--- src/sv/assert_macros.svh ---
// Assertion helpers for the RTL, included by cal_engine.
`ifndef ASSERT_MACROS_SVH
`define ASSERT_MACROS_SVH

// Plain property checked at every rising clock edge outside reset.
`define CAL_ASSERT(lbl, clk, rstn, prop, msg) \
    lbl: assert property (@(posedge clk) disable iff (!rstn) (prop)) else $error(msg);

// Same-cycle implication.
`define CAL_ASSERT_IMPL(lbl, clk, rstn, ante, cons, msg) \
    lbl: assert property (@(posedge clk) disable iff (!rstn) (ante) |-> (cons)) else $error(msg);

// Next-cycle implication.
`define CAL_ASSERT_NEXT(lbl, clk, rstn, ante, cons, msg) \
    lbl: assert property (@(posedge clk) disable iff (!rstn) (ante) |=> (cons)) else $error(msg);

`endif

--- src/sv/cal_pkg.sv ---
package cal_pkg;

    localparam int unsigned ADDR_W   = 32;
    localparam int unsigned S_DATA_W = 72;
    localparam int unsigned M_DATA_W = 8;
    localparam logic [5:0]  PLEN_MAX = 6'd32;

    localparam logic [1:0] CFG_PER_IP_LIMIT    = 2'd0;
    localparam logic [1:0] CFG_MAX_CONNECTIONS = 2'd1;
    localparam logic [1:0] CFG_FLAG_ONLY       = 2'd2;

    localparam logic [6:0] MAX_CONN_RESET = 7'd40;

    typedef enum logic [1:0] {
        CMD_ADD   = 2'd0,
        CMD_OPEN  = 2'd1,
        CMD_CLOSE = 2'd2,
        CMD_RSVD  = 2'd3
    } cmd_t;

    typedef enum logic [2:0] {
        STAT_ADMITTED      = 3'd0,
        STAT_FLAGGED       = 3'd1,
        STAT_REFUSED_LIMIT = 3'd2,
        STAT_REFUSED_FULL  = 3'd3,
        STAT_RULE_ADDED    = 3'd4,
        STAT_RULES_FULL    = 3'd5,
        STAT_CLOSED        = 3'd6
    } status_t;

    typedef enum logic [3:0] {
        ST_CLEAR,
        ST_IDLE,
        ST_FREE,
        ST_RULE,
        ST_COUNT,
        ST_DECIDE,
        ST_FIND,
        ST_CRULE,
        ST_CFREE,
        ST_DONE
    } state_t;

    typedef struct packed {
        cmd_t        cmd;
        logic [31:0] address;
        logic [31:0] mask;
        logic [15:0] rule_limit;
        logic [15:0] conn_id;
    } item_t;

    typedef struct packed {
        logic [15:0] per_ip_limit;
        logic [6:0]  max_connections;
        logic        flag_only;
    } cfg_t;

endpackage

--- src/sv/cal_front.sv ---
module cal_front (
    input  logic                            aclk,
    input  logic                            aresetn,
    input  logic                            s_tvalid,
    output logic                            s_tready,
    // address[31:0], prefix_len[37:32], rule_limit[53:38], conn_id[69:54], zero fill
    input  logic [cal_pkg::S_DATA_W-1:0]    s_tdata,
    // cmd[1:0]
    input  logic [1:0]                      s_tuser,
    input  logic                            pop,
    output logic                            q_valid,
    output cal_pkg::item_t                  q_item
);
    import cal_pkg::*;

    item_t       q_mem [2];
    logic        wr_ptr_reg, wr_ptr_next;
    logic        rd_ptr_reg, rd_ptr_next;
    logic [1:0]  cnt_reg, cnt_next;
    logic        push;
    logic [5:0]  plen;
    logic [5:0]  len;
    item_t       in_item;

    // Clamp the prefix length and turn it into a mask up front.
    always_comb begin
        plen = s_tdata[37:32];
        len  = (plen > PLEN_MAX) ? PLEN_MAX : plen;
        in_item.cmd        = cmd_t'(s_tuser);
        in_item.address    = s_tdata[31:0];
        in_item.mask       = 32'hFFFF_FFFF << (PLEN_MAX - len);
        in_item.rule_limit = s_tdata[53:38];
        in_item.conn_id    = s_tdata[69:54];
    end

    assign s_tready = (cnt_reg != 2'd2);
    assign push     = s_tvalid && s_tready;
    assign q_valid  = (cnt_reg != 2'd0);
    assign q_item   = q_mem[rd_ptr_reg];

    always_comb begin
        wr_ptr_next = wr_ptr_reg ^ push;
        rd_ptr_next = rd_ptr_reg ^ pop;
        cnt_next    = cnt_reg + {1'b0, push} - {1'b0, pop};
    end

    always_ff @(posedge aclk) begin
        if (!aresetn) begin
            wr_ptr_reg <= 1'b0;
            rd_ptr_reg <= 1'b0;
            cnt_reg    <= 2'd0;
        end else begin
            wr_ptr_reg <= wr_ptr_next;
            rd_ptr_reg <= rd_ptr_next;
            cnt_reg    <= cnt_next;
        end
    end

    always_ff @(posedge aclk) begin
        if (push) begin
            q_mem[wr_ptr_reg] <= in_item;
        end
    end

endmodule

--- config.mk ---
export PLATFORM = sky130hd
export DESIGN_NAME = cal_front
export DESIGN_NICKNAME = d
export VERILOG_FILES = /design/src/sv/assert_macros.svh /design/src/sv/cal_pkg.sv /design/src/sv/cal_front.sv
export SDC_FILE = /design/constraint.sdc
export NUM_CORES = 1
export LEC_CHECK = 0
export ABC_CLOCK_PERIOD_IN_PS = 5300
export BUFFER_PORTS_ARGS = -buffer_cell sky130_fd_sc_hd__buf_4
export CELL_PAD_IN_SITES_DETAIL_PLACEMENT = 0
export CELL_PAD_IN_SITES_GLOBAL_PLACEMENT = 2
export CORE_AREA = 2 2 140 142
export DETAILED_ROUTE_END_ITERATION = 7
export DIE_AREA = 0 0 142 144
export PLACE_DENSITY = 0.94
export SLEW_MARGIN = 20
export SYNTH_ARGS = -nofsm -noshare
export SYNTH_HDL_FRONTEND = slang
export SYNTH_SLANG_ARGS = --single-unit
--- constraint.sdc ---
create_clock -name aclk -period 5.3 [get_ports aclk]
set_input_delay 0.265 -clock aclk [delete_from_list [all_inputs] [get_ports aclk]]
set_output_delay 0.265 -clock aclk [all_outputs]
set_load 0.01 [all_outputs]
==> reports/results.ini, run 1 <==
[flow_run]
drv_cap = 0

[worst_setup_path]
worstPathArrival_ns = 2.61
reg2reg_depth = 5
ff2ff_setup_slack_ns = 2.85
endpoint = q_item[40]
r2r_start = cnt_reg[0]$_SDFF_PN0_
start_kind = register
endpoint_kind = output port
worstSetupPathType = register to output port
critical_path_required_ns = 5.04
worst-path-max-fanout = 53
r2r_end = q_mem[1][65]$_DFFE_PP_

[cts]
clkLatencyLatePin_ns = 0.49
cts.repair.resized = 0
cts_buffer_depth = 3
clock_sinks = 201
clockRootBuffer = clkbuf_16
cts_buffers = 22
clkTransAtPathRegs_ns = 0.06
cts_tree = yes
htreeDepth = 1

[yosys]
syn-instance-count = 405
synth.area.top_cells = edfxtp_1 75%, mux2_2 14%, ha_1 1.4%, dfxtp_1 1.3%, a211oi_1 0.67%
synth_commonest_cells = 196 x edfxtp_1, 98 x mux2_2, 11 x inv_1
synth_top_cell_area_share_pct = 75.2
ys.flop_type = edfxtp_1
yosys_warnings = 0
synth_edf_count = 196
yosysMostFrequentCell = edfxtp_1
synthArstFlopShare_pct = 0
ys_ff_latch = 201
syn-num-nets = 492
yosys.area.top_type = edfxtp_1
netlist_area_sq_um = 7830
ys_seq_area_share_pct = 76.4
ys_types = 32
avgSynthCellArea_sq_um = 19.3

[routing]
via_count = 4482
drc = 0
viasPerCell = 4.96
routed_wl_mm = 17.0
wl_per_cell_um = 18.8
antenna_left = 0
drt_iter0_drc = 186
dr.pass1.iters = 4

[sta]
period_share_pct = 54.2
slew_violations = 0
worstMarginPinSlew_ns = 0.766
finalHoldWorstSlack_ns = 0.0328
grt_setup_unrepaired = false
tns_ns = 0
fin_skew_ns = 0.0203
max_freq_mhz = 348
hold_viol = 0
slew-limit-headroom_pct = 49.0
setup_viol = 0
finalCriticalPeriod_ns = 2.87

[cells_and_area]
fillers = 1477
multi_input_area_sq_um = 1720
syn2layout_area_growth_pct = 36.9
largest_reg_flops = 196
utilization_pct = 56.2
final_area_sq_um = 10700
antenna_cells = 0
finalNonFillerCells = 904
seq_area_sq_um = 5990
layout-drive-gt1-share_pct = 47.4
num-nets-final = 742

[die]
dieArea_sq_um = 20400
die_h_um = 144
ios = 178
start_util_pct = 41.0
chipWidth_um = 142
rows = 51
core_area_sq_um = 19100

[grt]
grt_max_degree = 56
overflow = 0
track_usage_pct = 15.8
antenna_found_initial = 0
first_global_vias = 4847
grt_pass1_wl_mm = 25.3

[outcome]
outcome = finished, final reports clean

[min_path]
min_path_type = primary input to register

[placed_design]
port_buffers = 175
place_inst = 803
gp_congestion = 0.734
dp_hpwl_mm = 10.0
placed_cell_area_sq_um = 9410

[pwr]
p_leak_nw = 3.90
vdd_drop_max_mv = 0.208
power.density_nw_per_um2 = 408

cells in the final DEF (no fill, tap or decap), types with 3 or more instances in the layout:
cell type and instances:
a21oi_1 8, clkinv_1 3, edfxtp_1 196, a31oi_1 7
clkbuf_1 5, dfxtp_1 4, buf_4 179, dlygate4sd3_1 66
ha_1 7, nand2_1 4, clkbuf_16 23, o311ai_0 3
inv_1 11, nand2b_1 3, and2_1 4, nor2_1 3
nor3_1 8, mux2_2 98, a211oi_1 7
cell type report:
| cell class | count | share of cell area (%) |
|---|---|---|
| Timing Repair Buffer | 246 | 18.8 |
| Multi-Input combinational cell | 173 | 16.0 |
| Clock buffer | 28 | 5.54 |
| Sequential cell | 201 | 55.9 |
| Inverter | 11 | 0.385 |
| Tap cell | 238 | 2.78 |
| Clock inverter | 7 | 0.560 |
routing by layer:
layer	wire, um	GRT usage [%]	share of wire [%]
met5	0	0	0
met4	240	4.26	1.4
met3	1240	4.17	7.3
met2	8670	28.6	51
met1	6900	18.8	40
worst max-delay path: stages, from the launching register on:
cell,delay (ns)
dfxtp_4,0.76
buf_4,0.69
mux2_2,0.44
buf_4,0.15
report_power, final:
part	switching [mW]	leakage (nW)	internal [mW]
logic	0.442	1.74	0.423
clock network	0.574	0.320	0.832
registers	0.0663	1.84	2.04
timing repair:
action	CTS	global route
buffers inserted	0	0
endpoints found under the hold margin	132	0
hold buffers	66	0
how the worst min path moves through the flow:
stage	start	end	slack (ns)	depth (start not counted)
after floorplan	s_tdata[54]	q_mem[0][0]$_DFFE_PP_	0.36	0
after global placement	s_tdata[64]	q_mem[0][10]$_DFFE_PP_	0.45	1
after detailed placement	s_tdata[64]	q_mem[1][10]$_DFFE_PP_	0.45	1
after CTS	aresetn	cnt_reg[0]$_SDFF_PN0_	0.02	2
after global routing	aresetn	cnt_reg[0]$_SDFF_PN0_	0.02	2
final	aresetn	cnt_reg[0]$_SDFF_PN0_	0.03	2
logic make-up (layout without fill, tap and decap cells):
kind of cell | Yosys count | in the layout | synth area share [%]
mux | 98 | 98 | 14.1
fa+ha+maj | 9 | 9 | 1.44
compound gates | 31 | 31 | 2.96
flops | 201 | 201 | 76.4
simple gates | 32 | 32 | 2.83
buf+inv | 31 | 292 | 1.92
xor+xnor | 3 | 3 | 0.336
stage by stage:
step | power (mW) | setup slack (ns)
after detailed placement | 2.96 | 2.52
final | 4.38 | 2.43
after CTS | 4.42 | 2.40
after global routing | 4.57 | 2.31
after global placement | 2.93 | 2.58
after floorplan | 2.57 | 1.87
Note: power is estimated with default switching activity, not from simulation.
==> run 2, diff against run 1 <==
--- a/config.mk
+++ b/config.mk
@@ -5,14 +5,14 @@
 export SDC_FILE = /design/constraint.sdc
 export NUM_CORES = 1
 export LEC_CHECK = 0
-export ABC_CLOCK_PERIOD_IN_PS = 5300
+export ABC_CLOCK_PERIOD_IN_PS = 2600
 export BUFFER_PORTS_ARGS = -buffer_cell sky130_fd_sc_hd__buf_4
 export CELL_PAD_IN_SITES_DETAIL_PLACEMENT = 0
 export CELL_PAD_IN_SITES_GLOBAL_PLACEMENT = 2
-export CORE_AREA = 2 2 140 142
+export CORE_AREA = 2 2 153 155
 export DETAILED_ROUTE_END_ITERATION = 7
-export DIE_AREA = 0 0 142 144
-export PLACE_DENSITY = 0.94
+export DIE_AREA = 0 0 155 157
+export PLACE_DENSITY = 0.85
 export SLEW_MARGIN = 20
 export SYNTH_ARGS = -nofsm -noshare
 export SYNTH_HDL_FRONTEND = slang
==> constraint.sdc (replaced) <==
create_clock -name aclk -period 2.6 [get_ports aclk]
set_input_delay 0.13 -clock aclk [delete_from_list [all_inputs] [get_ports aclk]]
set_output_delay 0.13 -clock aclk [all_outputs]
set_load 0.01 [all_outputs]
==> run 2 against run 1 <==
- via count about the same
- first-iteration DRC count rose by 4.3%
- worst setup slack got worse by 1.9 ns
- clock power up 120%
- clock skew down 0.012 ns
- worst hold slack better by 0.085 ns
- sequential share of layout area is 1.3 points lower
- critical path depth unchanged
- count of clock-buffer cells in the layout down 1
- power grew 110%
- largest power group unchanged
- combinational power grew 110%
- non-clock buffer count grew 7
==> reports/results.ini, run 2 (synthesized netlist as in run 1, its figures left out) <==
[cts]
htreeDepth = 1  ; unchanged
cts_tree = yes  ; unchanged
cts.repair.resized = 0  ; unchanged
clkTransAtPathRegs_ns = 0.06  ; about the same
cts_setup_buffers = 0  ; unchanged
cts_buffer_depth = 3  ; unchanged
cts_buffers = 23  ; was 22
clock_sinks = 201  ; unchanged
clkLatencyLatePin_ns = 0.49  ; about the same
clockRootBuffer = clkbuf_16  ; unchanged

[placed_design]
dp_hpwl_mm = 10.4  ; was 10.0 mm
gp_congestion = 0.800  ; was 0.734
port_buffers = 175  ; unchanged
place_inst = 855  ; was 803

[sta]
finalCriticalPeriod_ns = 2.08
fin_skew_ns = 0.00871  ; was 0.0203 ns
grt_setup_unrepaired = false  ; unchanged
slew_violations = 0  ; unchanged
slew-limit-headroom_pct = 57.3  ; was 49.0%
worstMarginPinSlew_ns = 0.639  ; was 0.766 ns
hold_viol = 0  ; unchanged
period_share_pct = 79.9
max_freq_mhz = 481
tns_ns = 0  ; unchanged
setup_viol = 0  ; unchanged

[routing]
antenna_left = 0  ; unchanged
drt_iter0_drc = 194  ; was 186
via_count = 4481  ; was 4482
dr.pass1.iters = 4  ; unchanged
viasPerCell = 4.65  ; was 4.96
wl_per_cell_um = 17.2  ; was 18.8 um
routed_wl_mm = 16.6  ; was 17.0 mm
drc = 0  ; unchanged

[worst_setup_path]
endpoint_kind = output port  ; unchanged
reg2reg_depth = 5  ; unchanged
critical_path_required_ns = 2.47  ; was 5.04 ns
worstPathArrival_ns = 1.95  ; was 2.61 ns
worst-path-max-fanout = 23  ; was 53
endpoint = q_item[75]  ; was q_item[40]
r2r_start = cnt_reg[0]$_SDFF_PN0_  ; unchanged
worstSetupPathType = register to output port  ; unchanged
start_kind = register  ; unchanged
ff2ff_setup_slack_ns = 0.81  ; was 2.85 ns
r2r_end = q_mem[1][24]$_DFFE_PP_  ; was q_mem[1][65]$_DFFE_PP_

[die]
core_area_sq_um = 22500  ; was 19100 sq um
chipWidth_um = 155  ; was 142 um
die_h_um = 157  ; was 144 um
rows = 55  ; was 51
start_util_pct = 34.8  ; was 41.0%
ios = 178  ; unchanged
dieArea_sq_um = 24300  ; was 20400 sq um

[pwr]
power.density_nw_per_um2 = 841  ; was 408 nW/um^2
p_leak_nw = 3.98  ; was 3.90 nW
fin_total_pwr_mw = 9.23  ; was 4.38 mW
vdd_drop_max_mv = 0.414  ; was 0.208 mV

[cells_and_area]
final_cell_mix = 196 x edfxtp_1, 180 x buf_4, 98 x mux2_2, 68 x dlygate4sd3_1, 23 x clkbuf_16  ; was 196 x edfxtp_1, 179 x buf_4, 98 x mux2_2, 66 x dlygate4sd3_1, 23 x clkbuf_16
syn2layout_area_growth_pct = 40.1  ; was 36.9%
num-nets-final = 750  ; was 742
layout-drive-gt1-share_pct = 48.2  ; was 47.4%
finalNonFillerCells = 964  ; was 904
final_common_cell = edfxtp_1  ; unchanged
largest_reg_flops = 196  ; unchanged
antenna_cells = 0  ; unchanged

[grt]
track_usage_pct = 13.0  ; was 15.8%
overflow = 0  ; unchanged
antenna_found_initial = 0  ; unchanged
grt_pass1_wl_mm = 25.1  ; was 25.3 mm
grt_max_degree = 59  ; was 56
first_global_vias = 4833  ; was 4847

[outcome]
outcome = finished, final reports clean  ; unchanged

[min_path]
hold_depth = 5  ; was 2
min_path_type = primary input to register  ; unchanged

[flow_run]
drv_cap = 0  ; unchanged

==> run 2: changes by cell type in the layout (fill, tap and decap cells not counted) <==
cell | previous run | this run
buf_12 | 0 | 5
clkinv_2 | 2 | 5
bufinv_16 | 1 | 3
clkinvlp_4 | 0 | 2
dlygate4sd3_1 | 66 | 68
buf_4 | 179 | 180
buf_8 | 1 | 0
clkbuf_1 | 5 | 4
clkinv_1 | 3 | 4
clkinv_4 | 1 | 0
==> run 2: power by group <==
group	internal [mW]	total (mW)	switching, mW	leakage, nW
Sequential	4.15	4.27	0.119	1.84
Combinational	0.916	1.83	0.919	1.79
Clock	1.91	3.12	1.21	0.357
Total	6.98	9.23	2.24	3.98
==> run 2: cell type report <==
| class | instances | area [sq um] |
|---|---|---|
| repair buffers | 253 | 2130 |
| multi-input cells | 173 | 1720 |
| clock inverters | 14 | 145 |
| well taps | 285 | 357 |
| clock buffers | 27 | 591 |
| flip-flops and latches | 201 | 5990 |
| fillers | 1904 | 11500 |
| inverters | 11 | 41.3 |
==> run 2: worst min-delay path by stage <==
stage | end | slack [ns] | startpoint
6_report | wr_ptr_reg$_SDFF_PN0_ | 0.12 | s_tvalid
5_1_grt | wr_ptr_reg$_SDFF_PN0_ | 0.13 | s_tvalid
4_1_cts | wr_ptr_reg$_SDFF_PN0_ | 0.1 | s_tvalid
3_5_place_dp | q_mem[0][92]$_DFFE_PP_ | 0.32 | s_tdata[28]
3_3_place_gp | q_mem[0][70]$_DFFE_PP_ | 0.32 | s_tdata[6]
2_1_floorplan | q_mem[0][0]$_DFFE_PP_ | 0.23 | s_tdata[54]
==> run 2: metal layers <==
layer	share of wire, %	track usage, %	routed length, um	up-vias
met5	0	0	0	-
met4	2.2	3.88	368	0
met3	7.0	3.91	1160	33
met2	50	23.1	8270	136
met1	41	15.3	6770	2203
li1	-	-	-	2109
==> run 2: critical path: stages, from the launching register on <==
cell and delay (ns):
dfxtp_4 0.53, buf_4 0.37, mux2_2 0.39, buf_4 0.14
==> run 2: through the flow <==
step | setup slack, ns | hold WS, ns | instance area, sq um | util, %
after floorplan | -0.833 | 0.229 | 7830 | -
after global placement | 0.428 | 0.316 | 9560 | 42.5
after detailed placement | 0.355 | 0.318 | 9560 | 42.5
after CTS | 0.464 | 0.0960 | 11000 | 48.8
after global routing | 0.418 | 0.130 | 11000 | 48.8
final | 0.523 | 0.118 | 11000 | 48.8
==> run 2: timing repair <==
action | CTS | global route
hold endpoints to repair | 137 | 0
hold buffers | 68 | 0
setup endpoints to repair | 0 | 0
