<file path="src/sv/assert_macros.svh">
// Assertion helpers for the RTL, included by cal_engine.
`ifndef ASSERT_MACROS_SVH
`define ASSERT_MACROS_SVH

// Plain property checked at every rising clock edge outside reset.
`define CAL_ASSERT(lbl, clk, rstn, prop, msg) \
    lbl: assert property (@(posedge clk) disable iff (!rstn) (prop)) else $error(msg);

// Same-cycle implication.
`define CAL_ASSERT_IMPL(lbl, clk, rstn, ante, cons, msg) \
    lbl: assert property (@(posedge clk) disable iff (!rstn) (ante) |-> (cons)) else $error(msg);

// Next-cycle implication.
`define CAL_ASSERT_NEXT(lbl, clk, rstn, ante, cons, msg) \
    lbl: assert property (@(posedge clk) disable iff (!rstn) (ante) |=> (cons)) else $error(msg);

`endif

</file>
<file path="src/sv/cal_pkg.sv">
package cal_pkg;

    localparam int unsigned ADDR_W   = 32;
    localparam int unsigned S_DATA_W = 72;
    localparam int unsigned M_DATA_W = 8;
    localparam logic [5:0]  PLEN_MAX = 6'd32;

    localparam logic [1:0] CFG_PER_IP_LIMIT    = 2'd0;
    localparam logic [1:0] CFG_MAX_CONNECTIONS = 2'd1;
    localparam logic [1:0] CFG_FLAG_ONLY       = 2'd2;

    localparam logic [6:0] MAX_CONN_RESET = 7'd40;

    typedef enum logic [1:0] {
        CMD_ADD   = 2'd0,
        CMD_OPEN  = 2'd1,
        CMD_CLOSE = 2'd2,
        CMD_RSVD  = 2'd3
    } cmd_t;

    typedef enum logic [2:0] {
        STAT_ADMITTED      = 3'd0,
        STAT_FLAGGED       = 3'd1,
        STAT_REFUSED_LIMIT = 3'd2,
        STAT_REFUSED_FULL  = 3'd3,
        STAT_RULE_ADDED    = 3'd4,
        STAT_RULES_FULL    = 3'd5,
        STAT_CLOSED        = 3'd6
    } status_t;

    typedef enum logic [3:0] {
        ST_CLEAR,
        ST_IDLE,
        ST_FREE,
        ST_RULE,
        ST_COUNT,
        ST_DECIDE,
        ST_FIND,
        ST_CRULE,
        ST_CFREE,
        ST_DONE
    } state_t;

    typedef struct packed {
        cmd_t        cmd;
        logic [31:0] address;
        logic [31:0] mask;
        logic [15:0] rule_limit;
        logic [15:0] conn_id;
    } item_t;

    typedef struct packed {
        logic [15:0] per_ip_limit;
        logic [6:0]  max_connections;
        logic        flag_only;
    } cfg_t;

endpackage

</file>
<file path="src/sv/cal_engine.sv">
module cal_engine #(
    parameter int RULES = 16,
    parameter int SLOTS = 64
) (
    input  logic                            aclk,
    input  logic                            aresetn,
    input  cal_pkg::cfg_t                   cfg,
    input  logic                            q_valid,
    input  cal_pkg::item_t                  q_item,
    output logic                            pop,
    output logic                            m_tvalid,
    input  logic                            m_tready,
    // slot[5:0], found[6], zero fill
    output logic [cal_pkg::M_DATA_W-1:0]    m_tdata,
    // status[2:0]
    output logic [2:0]                      m_tuser
);
    import cal_pkg::*;
    `include "assert_macros.svh"

    localparam int MAXN = (SLOTS > RULES) ? SLOTS : RULES;
    localparam int CW   = $clog2(MAXN + 1);
    localparam int SW   = (SLOTS > 1) ? $clog2(SLOTS) : 1;
    localparam int RW   = (RULES > 1) ? $clog2(RULES) : 1;
    localparam int RUW  = $clog2(RULES + 1);
    localparam int UW   = (CW > 7) ? CW : 7;
    localparam int PW   = (CW > 16) ? CW + 1 : 17;
    localparam logic [UW-1:0]  SLOTS_U   = UW'(SLOTS);
    localparam logic [CW-1:0]  SLOTS_C   = CW'(SLOTS);
    localparam logic [CW-1:0]  LAST_SLOT = CW'(SLOTS - 1);
    localparam logic [RUW-1:0] RULES_U   = RUW'(RULES);

    // Memories
    logic [15:0] slot_id_mem   [SLOTS];
    logic [31:0] slot_addr_mem [SLOTS];
    logic [31:0] rule_pfx_mem  [RULES];
    logic [31:0] rule_mask_mem [RULES];
    logic [15:0] rule_max_mem  [RULES];
    logic [15:0] rule_act_mem  [RULES];
    logic [15:0] sid_q;
    logic [31:0] saddr_q, rp_q, rm_q;
    logic [15:0] rmax_q, ract_q;

    logic          slot_we;
    logic [SW-1:0] slot_wa;
    logic [15:0]   slot_wid;
    logic [31:0]   slot_wad;
    logic          rule_we;
    logic [RW-1:0] rule_wa;
    logic          act_we;
    logic [RW-1:0] act_wa;
    logic [15:0]   act_wd;

    state_t          state_reg, state_next;
    item_t           cur_reg, cur_next;
    logic [CW-1:0]   cnt_reg, cnt_next;
    logic            rv_reg, rv_next;
    logic [CW-1:0]   ridx_reg, ridx_next;
    logic [SW-1:0]   free_reg, free_next;
    logic [SW-1:0]   hslot_reg, hslot_next;
    logic [RW-1:0]   rule_reg, rule_next;
    logic [15:0]     rmax_reg, rmax_next;
    logic [15:0]     ract_reg, ract_next;
    logic            rhit_reg, rhit_next;
    logic [31:0]     caddr_reg, caddr_next;
    logic [CW-1:0]   pcnt_reg, pcnt_next;
    logic [RUW-1:0]  rused_reg, rused_next;
    status_t         rstat_reg, rstat_next;
    logic [5:0]      rslot_reg, rslot_next;
    logic            rfound_reg, rfound_next;
    logic            m_valid_reg, m_valid_next;
    status_t         m_status_reg, m_status_next;
    logic [5:0]      m_slot_reg, m_slot_next;
    logic            m_found_reg, m_found_next;

    logic [UW-1:0]   mc_ext, usable;
    logic [CW-1:0]   scan_lim;
    logic            hit;
    logic            scanning;
    logic            rule_over, ip_over, over;
    logic [SW+5:0]   free_x, hslot_x;
    logic [SW-1:0]   ridx_s;
    logic [RW-1:0]   ridx_r;

    always_comb begin
        mc_ext   = UW'(cfg.max_connections);
        usable   = (mc_ext < SLOTS_U) ? mc_ext : SLOTS_U;
        free_x   = {6'd0, free_reg};
        hslot_x  = {6'd0, hslot_reg};
        ridx_s   = ridx_reg[SW-1:0];
        ridx_r   = ridx_reg[RW-1:0];
        rule_over = ({1'b0, ract_reg} + 17'd1) > {1'b0, rmax_reg};
        ip_over   = (cfg.per_ip_limit != 16'd0)
                 && ((PW'(pcnt_reg) + PW'(1)) > PW'(cfg.per_ip_limit));
        over      = rhit_reg ? rule_over : ip_over;
    end

    // Scan limit and hit test of the entry read in the previous cycle.
    always_comb begin
        scan_lim = SLOTS_C;
        hit      = 1'b0;
        scanning = 1'b0;
        case (state_reg)
            ST_FREE: begin
                scan_lim = usable[CW-1:0];
                hit      = (sid_q == 16'd0);
                scanning = 1'b1;
            end
            ST_RULE: begin
                scan_lim = CW'(rused_reg);
                hit      = ((cur_reg.address & rm_q) == (rp_q & rm_q));
                scanning = 1'b1;
            end
            ST_COUNT: begin
                scanning = 1'b1;
            end
            ST_FIND: begin
                hit      = (sid_q == cur_reg.conn_id);
                scanning = 1'b1;
            end
            ST_CRULE: begin
                scan_lim = CW'(rused_reg);
                hit      = ((caddr_reg & rm_q) == (rp_q & rm_q));
                scanning = 1'b1;
            end
            default: begin
            end
        endcase
    end

    always_comb begin
        state_next  = state_reg;
        cur_next    = cur_reg;
        cnt_next    = cnt_reg;
        rv_next     = rv_reg;
        ridx_next   = ridx_reg;
        free_next   = free_reg;
        hslot_next  = hslot_reg;
        rule_next   = rule_reg;
        rmax_next   = rmax_reg;
        ract_next   = ract_reg;
        rhit_next   = rhit_reg;
        caddr_next  = caddr_reg;
        pcnt_next   = pcnt_reg;
        rused_next  = rused_reg;
        rstat_next  = rstat_reg;
        rslot_next  = rslot_reg;
        rfound_next = rfound_reg;
        pop         = 1'b0;
        slot_we     = 1'b0;
        slot_wa     = cnt_reg[SW-1:0];
        slot_wid    = 16'd0;
        slot_wad    = 32'd0;
        rule_we     = 1'b0;
        rule_wa     = rused_reg[RW-1:0];
        act_we      = 1'b0;
        act_wa      = rused_reg[RW-1:0];
        act_wd      = 16'd0;
        m_valid_next  = m_valid_reg && !m_tready;
        m_status_next = m_status_reg;
        m_slot_next   = m_slot_reg;
        m_found_next  = m_found_reg;

        // Shared scan step: test the entry in flight, else issue the next read.
        if (scanning) begin
            if (!(rv_reg && hit)) begin
                if (cnt_reg < scan_lim) begin
                    cnt_next  = cnt_reg + CW'(1);
                    rv_next   = 1'b1;
                    ridx_next = cnt_reg;
                end else begin
                    rv_next = 1'b0;
                end
            end else begin
                rv_next = 1'b0;
            end
        end

        case (state_reg)
            ST_CLEAR: begin
                slot_we = 1'b1;
                if (cnt_reg == LAST_SLOT) begin
                    cnt_next   = '0;
                    state_next = ST_IDLE;
                end else begin
                    cnt_next = cnt_reg + CW'(1);
                end
            end
            ST_IDLE: begin
                cnt_next = '0;
                rv_next  = 1'b0;
                if (q_valid) begin
                    pop         = 1'b1;
                    cur_next    = q_item;
                    rslot_next  = 6'd0;
                    rfound_next = 1'b0;
                    state_next  = ST_DONE;
                    case (q_item.cmd)
                        CMD_ADD: begin
                            if (rused_reg < RULES_U) begin
                                rule_we    = 1'b1;
                                act_we     = 1'b1;
                                rused_next = rused_reg + RUW'(1);
                                rstat_next = STAT_RULE_ADDED;
                            end else begin
                                rstat_next = STAT_RULES_FULL;
                            end
                        end
                        CMD_OPEN: begin
                            if (q_item.conn_id == 16'd0 || usable == '0) begin
                                rstat_next = STAT_REFUSED_FULL;
                            end else begin
                                state_next = ST_FREE;
                            end
                        end
                        CMD_CLOSE: begin
                            rstat_next = STAT_CLOSED;
                            if (q_item.conn_id != 16'd0) begin
                                state_next = ST_FIND;
                            end
                        end
                        default: begin
                            rstat_next = STAT_ADMITTED;
                        end
                    endcase
                end
            end
            ST_FREE: begin
                if (rv_reg && hit) begin
                    free_next  = ridx_s;
                    cnt_next   = '0;
                    state_next = ST_RULE;
                end else if (!rv_reg && cnt_reg >= scan_lim) begin
                    rstat_next = STAT_REFUSED_FULL;
                    state_next = ST_DONE;
                end
            end
            ST_RULE: begin
                if (rv_reg && hit) begin
                    rule_next  = ridx_r;
                    rmax_next  = rmax_q;
                    ract_next  = ract_q;
                    rhit_next  = 1'b1;
                    state_next = ST_DECIDE;
                end else if (!rv_reg && cnt_reg >= scan_lim) begin
                    rhit_next = 1'b0;
                    pcnt_next = '0;
                    cnt_next  = '0;
                    state_next = (cfg.per_ip_limit == 16'd0) ? ST_DECIDE : ST_COUNT;
                end
            end
            ST_COUNT: begin
                if (rv_reg && sid_q != 16'd0 && saddr_q == cur_reg.address) begin
                    pcnt_next = pcnt_reg + CW'(1);
                end
                if (!rv_reg && cnt_reg >= scan_lim) begin
                    state_next = ST_DECIDE;
                end
            end
            ST_DECIDE: begin
                rfound_next = rhit_reg;
                if (rhit_reg && !rule_over) begin
                    act_we = 1'b1;
                    act_wa = rule_reg;
                    act_wd = ract_reg + 16'd1;
                end
                if (over && !cfg.flag_only) begin
                    rstat_next = STAT_REFUSED_LIMIT;
                end else begin
                    rstat_next = over ? STAT_FLAGGED : STAT_ADMITTED;
                    rslot_next = free_x[5:0];
                    slot_we    = 1'b1;
                    slot_wa    = free_reg;
                    slot_wid   = cur_reg.conn_id;
                    slot_wad   = cur_reg.address;
                end
                state_next = ST_DONE;
            end
            ST_FIND: begin
                if (rv_reg && hit) begin
                    hslot_next = ridx_s;
                    caddr_next = saddr_q;
                    cnt_next   = '0;
                    state_next = ST_CRULE;
                end else if (!rv_reg && cnt_reg >= scan_lim) begin
                    state_next = ST_DONE;
                end
            end
            ST_CRULE: begin
                if (rv_reg && hit) begin
                    if (ract_q != 16'd0) begin
                        act_we = 1'b1;
                        act_wa = ridx_r;
                        act_wd = ract_q - 16'd1;
                    end
                    state_next = ST_CFREE;
                end else if (!rv_reg && cnt_reg >= scan_lim) begin
                    state_next = ST_CFREE;
                end
            end
            ST_CFREE: begin
                slot_we     = 1'b1;
                slot_wa     = hslot_reg;
                rfound_next = 1'b1;
                rslot_next  = hslot_x[5:0];
                state_next  = ST_DONE;
            end
            ST_DONE: begin
                if (!m_valid_reg || m_tready) begin
                    m_valid_next  = 1'b1;
                    m_status_next = rstat_reg;
                    m_slot_next   = rslot_reg;
                    m_found_next  = rfound_reg;
                    state_next    = ST_IDLE;
                end
            end
            default: begin
                state_next = ST_IDLE;
            end
        endcase
    end

    always_ff @(posedge aclk) begin
        if (!aresetn) begin
            state_reg   <= ST_CLEAR;
            cnt_reg     <= '0;
            rv_reg      <= 1'b0;
            rused_reg   <= '0;
            m_valid_reg <= 1'b0;
        end else begin
            state_reg   <= state_next;
            cnt_reg     <= cnt_next;
            rv_reg      <= rv_next;
            rused_reg   <= rused_next;
            m_valid_reg <= m_valid_next;
        end
    end

    always_ff @(posedge aclk) begin
        cur_reg      <= cur_next;
        ridx_reg     <= ridx_next;
        free_reg     <= free_next;
        hslot_reg    <= hslot_next;
        rule_reg     <= rule_next;
        rmax_reg     <= rmax_next;
        ract_reg     <= ract_next;
        rhit_reg     <= rhit_next;
        caddr_reg    <= caddr_next;
        pcnt_reg     <= pcnt_next;
        rstat_reg    <= rstat_next;
        rslot_reg    <= rslot_next;
        rfound_reg   <= rfound_next;
        m_status_reg <= m_status_next;
        m_slot_reg   <= m_slot_next;
        m_found_reg  <= m_found_next;
    end

    always_ff @(posedge aclk) begin
        if (slot_we) begin
            slot_id_mem[slot_wa]   <= slot_wid;
            slot_addr_mem[slot_wa] <= slot_wad;
        end
        sid_q   <= slot_id_mem[cnt_reg[SW-1:0]];
        saddr_q <= slot_addr_mem[cnt_reg[SW-1:0]];
    end

    always_ff @(posedge aclk) begin
        if (rule_we) begin
            rule_pfx_mem[rule_wa]  <= cur_next.address;
            rule_mask_mem[rule_wa] <= cur_next.mask;
            rule_max_mem[rule_wa]  <= cur_next.rule_limit;
        end
        if (act_we) begin
            rule_act_mem[act_wa] <= act_wd;
        end
        rp_q   <= rule_pfx_mem[cnt_reg[RW-1:0]];
        rm_q   <= rule_mask_mem[cnt_reg[RW-1:0]];
        rmax_q <= rule_max_mem[cnt_reg[RW-1:0]];
        ract_q <= rule_act_mem[cnt_reg[RW-1:0]];
    end

    assign m_tvalid = m_valid_reg;
    assign m_tdata  = {1'b0, m_found_reg, m_slot_reg};
    assign m_tuser  = m_status_reg;

    `CAL_ASSERT_IMPL(a_no_pop_in_clear, aclk, aresetn, state_reg == ST_CLEAR, !pop, "word taken during clear")
    `CAL_ASSERT(a_rules_bound, aclk, aresetn, rused_reg <= RULES_U, "rule count beyond table")
    `CAL_ASSERT_IMPL(a_refused_no_slot, aclk, aresetn, m_valid_reg && (m_status_reg == STAT_REFUSED_LIMIT || m_status_reg == STAT_REFUSED_FULL), m_slot_reg == 6'd0, "refused open reports a slot")
    `CAL_ASSERT_NEXT(a_pop_leaves_idle, aclk, aresetn, pop, state_reg != ST_IDLE, "popped word not worked on")

endmodule

</file>
<file path="config.mk">
export PLATFORM = sky130hd
export DESIGN_NAME = cal_engine
export DESIGN_NICKNAME = d
export VERILOG_FILES = /design/src/sv/cal_pkg.sv /design/src/sv/cal_engine.sv
export VERILOG_INCLUDE_DIRS = /design/src /design/src/sv
export SDC_FILE = /design/constraint.sdc
export NUM_CORES = 2
export LEC_CHECK = 0
export BUFFER_PORTS_ARGS = -buffer_cell sky130_fd_sc_hd__buf_2
export CAP_MARGIN = 20
export CORE_ASPECT_RATIO = 1.5
export CORE_MARGIN = 4
export CORE_UTILIZATION = 47
export DETAILED_ROUTE_END_ITERATION = 16
export GPL_ROUTABILITY_DRIVEN = 0
export SLEW_MARGIN = 10
export SYNTH_ARGS = -nofsm -noshare
export SYNTH_HDL_FRONTEND = slang
export SYNTH_MEMORY_MAX_BITS = 65536
export SYNTH_SLANG_ARGS = --single-unit
</file>
<file path="constraint.sdc">
create_clock -name aclk -period 10.75 [get_ports aclk]
set_input_delay 1.075 -clock aclk [delete_from_list [all_inputs] [get_ports aclk]]
set_output_delay 1.075 -clock aclk [all_outputs]
set_load 0.05 [all_outputs]
</file>
==> flow_metrics.py <==
metrics = {
    "setup_path": {
        "cp_data_arrival_time_ns": 6.83,
        "crit_chain": "and4_1 -> nand3_1 -> nor2_1 -> nand3_1 -> xnor2_1 -> ha_1 -> nand3_2 -> or4_4 -> a31o_1 -> a31oi_1 -> o21a_4 -> o221ai_2 -> a31oi_1 -> nand3_1 -> nor3_2 -> buf_4 -> buf_4",
        "required_ns": 11.31,
        "path_class": "reg2reg",
        "crit_fanout": 30,
        "critPathLaunchType": "flip-flop",
        "crit_buf_inv": 2,
        "crit_family": "simple AND/OR/NAND/NOR gates",
        "max_stage_delay_ns": 0.56,
        "crit_top_cell": "nand3_1",
        "end_kind": "flip-flop",
        "slowest_stage": "or4_4",
    },
    "grt": {
        "grt_pass1_wl_um": 689000,
        "use_met2_pct": 41.8,
        "met1_usage_pct": 30.1,
        "grt-ovfl-total": 0,
        "grt.total_usage_pct": 23.3,
        "grt.met3_usage_pct": 2.92,
        "first_global_vias": 89700,
        "antenna_found_initial": 44,
        "grt_max_degree": 140,
        "busiest_layer": "met2",
    },
    "synth": {
        "yosysTopAreaCell": "edfxtp_1",
        "synthArstFlopShare_pct": 0,
        "synth_area_per_cell_um2": 24.1,
        "syn-num-nets": 8019,
        "synthTopCellsByArea": "edfxtp_1, mux4_2, dfxtp_1",
        "synth_cell_types": 97,
        "ys_warn_count": 0,
        "synth_edf_count": 4738,
        "synthCells": 7849,
        "synth_top_flop_cell": "edfxtp_1",
        "syn_area_um2": 189000,
        "synth-seq-area-share_pct": 77.7,
        "ys_seq_elements": 4980,
        "yosys.area.top_type_share_pct": 75.1,
    },
    "sta": {
        "post-route-min-period_ns": 6.27,
        "tns_ns": 0,
        "slew_viol_final": 0,
        "finalHoldViolations": 0,
        "setup_violations": 0,
        "slew_headroom_pct": 23.5,
        "worstMarginPinSlew_ns": 1.15,
        "fin_ws_ns": 4.48,
        "finClkSkew_ns": 0.0748,
        "rsz0062_at_grt": "false",
        "clock.fmax_ghz": 0.160,
        "fin_crit_sh_pct": 58.3,
    },
    "place": {
        "dp_cells": 13200,
        "place_ws_ns": 4.62,
        "dpl.hpwl_um": 286000,
        "portBuffers": 137,
        "placed_area_um2": 198000,
    },
    "floorplan": {
        "die_w_um": 526,
        "io_pins": 139,
        "die-area_um2": 413000,
        "die_h_um": 785,
        "initial_core_util_pct": 47.2,
        "coreArea_um2": 402000,
        "rows": 285,
    },
    "route": {
        "avgRoutedWirePerCell_um": 34.6,
        "vias": 86800,
        "via_per_inst": 6.18,
        "drt_iter0_drc": 9493,
        "drtAntennaViolNets": 0,
        "drtPass1Iterations": 6,
        "drc": 0,
        "finalWirelength_um": 486000,
    },
    "layout": {
        "layoutNonFillerInstCount": 14000,
        "syn2layout_area_growth_pct": 12.5,
        "regMostFlops": "slot_addr_mem",
        "nets": 8505,
        "reg_top3": "slot_addr_mem: 2048 flops, slot_id_mem: 1024 flops",
        "largest_reg_flops": 2048,
        "drive_above_1_share_pct": 32.0,
        "fin_area_um2": 213000,
        "final_util_pct": 53.0,
    },
    "clock_tree": {
        "cts-resized-gates": 0,
        "insertion_delay_ns": 0.99,
        "clockRootBuffer": "clkbuf_16",
        "post-cts-setup-buffers": 0,
        "ctsHtreeMaxLevel": 5,
        "hold_buffers": 0,
        "clockBufferDepth": 4,
        "numClockSinks": 4980,
        "numCtsBuffers": 451,
        "path_clk_slew_ns": 0.06,
        "cts_tree": "yes",
    },
    "hold_path": {
        "hp-class": "in2reg",
    },
    "pwr": {
        "vdd_drop_max_mv": 0.151,
        "leakagePower_nw": 62.8,
        "p_per_area_nw_per_um2": 180,
    },
    "flow_run": {
        "max-cap-violations": 0,
    },
    "outcome": {
        "status": "completed",
    },
}
==> logic make-up (layout without fill, tap and decap cells) <==
family                     Yosys count  in the layout  share of synthesized area (%)
other                                1             15                        0.00198
AOI/OAI and AO/OA                  197            197                          0.817
buffers and inverters              424           1296                          0.891
adders and majority gates           44             44                          0.291
muxes                             1583           1583                           18.3
and+or+nand+nor                    500            500                           1.50
xor gates and xnor gates           120            120                          0.555
DFF                               4980           4980                           77.7
==> stage by stage <==
step           hold WS (ns)  total power (W)
5_1_grt               0.254           0.0396
6_report              0.295           0.0384
4_1_cts               0.213           0.0388
3_5_place_dp          0.395           0.0227
3_3_place_gp          0.395           0.0227
2_1_floorplan         0.386           0.0222
==> power breakdown <==
group	internal (W)	switching (W)	total, W
registers	0.0210	0.0000823	0.0211
logic	0.000473	0.000689	0.00116
clock network	0.00913	0.00705	0.0162
total	0.0306	0.00783	0.0384
==> layer usage <==
| layer | wire [um] | vias up |
|---|---|---|
| met5 | 37 | - |
| met4 | 15800 | 6 |
| met3 | 27900 | 766 |
| met2 | 260000 | 3319 |
| met1 | 182000 | 48000 |
| li1 | - | 34700 |
==> cell usage in the layout, fill, tap and decap left out, drive strengths merged, types with 6 or more instances in the layout <==
cell type  count
nand2b        13
nor3b          8
a22oi         12
dfxtp        242
a21oi         29
clkinvlp      25
o22ai          7
a21boi         6
nor2          67
diode         14
nor2b         15
ha            44
o21ai         45
o21a           8
and3b          6
nand3b        18
and2          56
mux4        1488
nor4          37
xor2          58
bufinv        47
clkinv       171
o211ai         7
o2111ai        6
nor3          81
nand3         36
xnor2         62
o31ai          6
a21o           7
nand4         26
and3          11
inv           56
mux2          80
buf          409
mux2i         15
edfxtp      4738
nand2         99
clkbuf       588
==> cells in the mapped netlist (27+ instances only) <==
library cell and n:
nand3_1 34, nor4_1 37, xor2_1 58, xnor2_1 62, nor3_1 62, nand2_1 98
a21oi_1 27, mux4_2 1488, and2_1 56, mux2_2 80, buf_1 101, clkbuf_1 245
ha_1 44, dfxtp_1 242, inv_1 47, o21ai_0 34, edfxtp_1 4738, nor2_1 67
==> cell type report <==
type	instances	area, um2
Fill cell	30500	189000
Sequential cell	4980	147000
Tap cell	5309	6640
Antenna cell	14	35.0
Timing Repair Buffer	410	2940
Clock buffer	587	12200
Multi-Input combinational cell	2445	41200
Inverter	47	176
Clock inverter	252	2670
==> path summary, 6_finish.rpt <==
| kind | startpoint | slack [ns] | end | cells past startpoint |
|---|---|---|---|---|
| max | ract_reg[3] | 4.48 | slot_id_mem[24][9] | 17 |
| min | q_item[1] | 0.29 | cur_reg[1] | 1 |
| max reg2reg | ract_reg[3] | 4.48 | slot_id_mem[24][9] | 17 |
| min reg2reg | rmax_q[0] | 0.41 | rmax_reg[0] | 0 |
Note: power is estimated with default switching activity, not from simulation.
